==> src/design/jcfs_pkg.sv <==
// jcfs_pkg: shared types and constants for the jacobi channel flow solver
`timescale 1ns / 1ps
package jcfs_pkg;

  localparam int MAX_NODES = 32;
  localparam int IDX_W     = $clog2(MAX_NODES);
  localparam int CNT_W     = $clog2(MAX_NODES + 1);
  localparam int CHG_W     = 32 + $clog2(MAX_NODES);

  localparam logic [15:0] SWEEP_CAP = 16'd65535;

  localparam logic [7:0] REG_NODE_COUNT = 8'd0;
  localparam logic [7:0] REG_TOLERANCE  = 8'd1;

  typedef struct packed {
    logic signed [31:0] source_term;
    logic signed [31:0] wall_velocity;
  } in_t;

  typedef struct packed {
    logic [5:0]         node_index;
    logic signed [31:0] velocity;
    logic [15:0]        sweeps_done;
    logic               converged;
    logic               last;
  } out_t;

  typedef struct packed {
    logic load;
    logic sweep;
    logic shift_diff;
    logic shift_vel;
  } cell_ctl_t;

endpackage

==> src/design/jcfs_cell.sv <==
// jcfs_cell: one grid node, holds its velocity and last change, talks to its neighbors
`timescale 1ns / 1ps
module jcfs_cell (
  input  logic               clk,
  input  jcfs_pkg::cell_ctl_t ctl,
  input  logic               interior,
  input  logic               is_top,
  input  logic signed [31:0] wall,
  input  logic signed [31:0] src,
  input  logic signed [31:0] lo,
  input  logic signed [31:0] hi,
  input  logic [31:0]        diff_in,
  output logic signed [31:0] vel,
  output logic [31:0]        diff
);

  logic signed [33:0] sum;
  logic signed [32:0] half;
  logic signed [31:0] relaxed;
  logic signed [32:0] delta;
  logic [32:0]        mag;

  always_comb begin
    sum  = 34'(lo) + 34'(hi) + 34'(src);
    half = sum[33:1];
    // saturate the floored half back into 32 bits
    if (half[32] != half[31]) begin
      relaxed = half[32] ? 32'sh8000_0000 : 32'sh7FFF_FFFF;
    end else begin
      relaxed = half[31:0];
    end
    delta = 33'(vel) - 33'(relaxed);
    mag   = delta[32] ? 33'(-delta) : 33'(delta);
  end

  always_ff @(posedge clk) begin
    if (ctl.load) begin
      vel  <= is_top ? wall : 32'sd0;
      diff <= 32'd0;
    end else if (ctl.sweep) begin
      if (interior) begin
        vel  <= relaxed;
        diff <= mag[31:0];
      end else begin
        diff <= 32'd0;
      end
    end else if (ctl.shift_diff) begin
      diff <= diff_in;
    end else if (ctl.shift_vel) begin
      vel <= hi;
    end
  end

endmodule
==> config.mk <==
export PLATFORM = sky130hd
export DESIGN_NAME = jcfs_cell
export DESIGN_NICKNAME = d
export VERILOG_FILES = /design/src/design/jcfs_pkg.sv /design/src/design/jcfs_cell.sv
export SDC_FILE = /design/constraint.sdc
export NUM_CORES = 1
export LEC_CHECK = 0
export ABC_AREA = 0
export BUFFER_PORTS_ARGS = -buffer_cell sky130_fd_sc_hd__buf_2
export CORE_MARGIN = 4
export CORE_UTILIZATION = 38
export CTS_CLUSTER_SIZE = 10
export DETAILED_ROUTE_END_ITERATION = 8
export SETUP_SLACK_MARGIN = 0.15
export SLEW_MARGIN = 30
export SYNTH_ARGS = -nofsm -noshare
export SYNTH_HDL_FRONTEND = slang
export SYNTH_SLANG_ARGS = --single-unit
==> constraint.sdc <==
create_clock -name clk -period 6.4 [get_ports clk]
set_input_delay 0.32 -clock clk [delete_from_list [all_inputs] [get_ports clk]]
set_output_delay 0.32 -clock clk [all_outputs]
set_load 0.01 [all_outputs]
==> reports/results.ini <==
[synth]
synthArstFlopShare_pct = 0
synth_cell_types = 76
yosysTopAreaCell = edfxtp_1
synth_ff_type = edfxtp_1
synth_edf_count = 32
synth_nets = 1341
synth_seq_cells = 64
synth_area_mm2 = 0.00835
syn_area_per_cell_um2 = 7.77
synth_area_leaders = edfxtp_1, ha_1, fa_1
netlist_instances = 1075
synth-warning-count = 0
yosysSeqAreaShare_pct = 19.2
synth_most_common_cell = a21oi_1
yosys.area.top_type_share_pct = 11.5
synth_common_cells = a21oi_1, nor2_1, o21ai_0

[worst_setup_path]
cp_max_fo = 5
cp-endpoint = diff[30]
worst-path-stages = 30
crit_family = simple AND/OR/NAND/NOR gates
regToRegSetupSlack_ns = 2.75
r2r-start = vel[0]
crit_start = lo[18]
path_buf_inv = 5
arrival_ns = 6.41
required_ns = 6.64
r2r_end = diff[30]
cp-start-kind = primary input
slowest_delay_ns = 0.60
end_kind = flop
cp_slowest_cell = or4_4
r2r_cells = 17
path_class = in -> reg

[route]
vias = 9364
antenna_left = 0
drc = 0
drt-total-wl_um = 28300
drt-wirelength-per-cell_um = 16.1
vias_per_cell = 5.32
firstDrtPassIters = 5
drtIter0Drc = 562

[die]
core_mm2 = 0.0213
die_y_um = 156
die_area_mm2 = 0.0244
die_x_um = 156
row_count = 53
io_pins = 231
floorplan.initialDensity_pct = 39.2

[timing]
finalSetupViolCount = 0
fin_skew_ns = 0.00611
setup_tns_ns = 0
max_slew_margin_pct = 38.1
rsz0062_at_grt = true
min_period_over_period_pct = 96.4
fin_crit_ns = 6.17
final_max_slew_viol_count = 0
worst_pin_slew_ns = 0.928
hold_violations = 0
max_freq_ghz = 0.162

[clock_tree]
clk_pin_slew_ns = 0.05
cts_max_path_buffers = 2
cts_root_buf = clkbuf_16
htreeDepth = 3
clock_latency_ns = 0.34
ctsHoldBuffers = 0
cts_sinks = 64
cts_tree = built
cts_made_buffers = 9

[worst_hold_path]
hold_path.class = in -> reg
whs_path_depth = 3

[flow_run]
max_cap_viol_count = 0

[cells_and_area]
syn2layout_area_growth_pct = 46.2
layout-drive-gt1-share_pct = 39.5
nets = 1745
fill_cells = 1997
num_antenna_cells = 0
stdcell_area_mm2 = 0.0122

[grt]
grt-ovfl-total = 0
grt_pass1_wl_um = 43900
grt_pass1_vias = 8822
antenna_found_initial = 0
grt_start_max_net_pins = 44
grt_use_total_pct = 21.7

[status]
outcome = complete, no violations

[power_and_ir_drop]
ir_drop_uv = 261
finalPower_mw = 7.89
p_leak_nw = 5.68
power_per_cell_area_mw_per_mm2 = 647

[placement]
gp_congestion = 0.899
place_area_mm2 = 0.0112
dp_hpwl_um = 22700
port_buffers = 230

[stage by stage]
| stage | util, % | setup slack [ns] | std cells | hold WS (ns) |
|---|---|---|---|---|
| 2_1_floorplan | - | 0.157 | 1075 | 0.477 |
| 3_3_place_gp | 52.5 | -0.193 | 1719 | 0.476 |
| 3_5_place_dp | 52.5 | -0.249 | 1719 | 0.478 |
| 4_1_cts | 54.3 | 0.161 | 1737 | 0.246 |
| 5_1_grt | 57.3 | -0.0648 | 1759 | 0.269 |
| 6_report | 57.3 | 0.228 | 1759 | 0.255 |
[layout make-up]
cell class / count / area, um2 / share of cell area, %
Multi-Input combinational cell: 899 / 6810 / 55.8
Timing Repair Buffer: 451 / 2920 / 23.9
Sequential cell: 64 / 1600 / 13.1
Tap cell: 275 / 344 / 2.82
Clock buffer: 15 / 299 / 2.45
Inverter: 54 / 203 / 1.66
Clock inverter: 1 / 30.0 / 0.246
[report_power, final]
group | leakage (nW) | switching (mW) | internal (mW)
clock network | 0.161 | 0.178 | 0.357
logic | 4.93 | 3.43 | 3.30
registers | 0.591 | 0.0641 | 0.554
total | 5.68 | 3.68 | 4.22
[metal layers]
layer	global-route usage, %	up-vias	wire length [um]
met5	0	-	0
met3	2.13	31	1530
li1	-	4737	-
met4	5.54	0	453
met1	31.1	4325	13200
met2	35.3	271	13000
[worst min-delay path by stage]
stage / slack, ns / start / to
floorplan: 0.48 / interior / diff[20]
global placement: 0.48 / diff[21] / diff[21]
detailed placement: 0.48 / diff[23] / diff[23]
CTS: 0.25 / wall[31] / vel[31]
global route: 0.27 / wall[31] / vel[31]
finish: 0.26 / wall[31] / vel[31]
[registers in the layout (all words and copies together), names as in the netlist]
signal,flops
diff,32
vel,32
[tightest hold or removal path: stages]
cell and delay, ns:
buf_2 0.07, nand2_1 0.04, o21ai_0 0.06
[cells by family (layout without fill, tap and decap cells)]
group                      count (synthesis)  count (layout)  synth area share, %
adders and majority gates                100             100                 17.9
and+or+nand+nor                          327             328                 19.0
buffers and inverters                    113             521                 5.29
muxes                                     12              12                 1.47
AOI/OAI and AO/OA                        385             385                 29.4
DFF                                       64              64                 19.2
xor gates and xnor gates                  74              74                 7.76
[placed cells by master, fill, tap and decap left out, types with 5 or more instances in the layout]
cell	instances
dfxtp_1	32
or3_1	5
xor2_1	25
inv_1	51
nor3_1	36
edfxtp_1	32
buf_2	229
nor2_1	113
a21o_1	28
nand3_1	18
a31oi_1	8
and3_1	7
o211ai_1	10
fa_1	31
a211oi_1	5
buf_4	207
or2_2	7
clkbuf_16	12
nand4_1	10
buf_6	10
mux2i_1	10
nor3_2	6
nor4_1	5
nand2_1	64
and2_1	6
xnor2_1	43
a21oi_2	18
nand2b_1	7
ha_1	60
a22oi_1	30
o21ai_2	7
a21oi_1	103
o21ai_1	18
o21ai_0	72
o21a_1	12
[repair_timing]
action | 4_1_cts | 5_1_grt
cloned | 0 | 3
gates resized for setup | 4 | 118
pin swaps | 4 | 76
buffers inserted | 2 | 19
setup endpoints to repair | 7 | 30
Note: power is estimated with default switching activity, not from simulation.
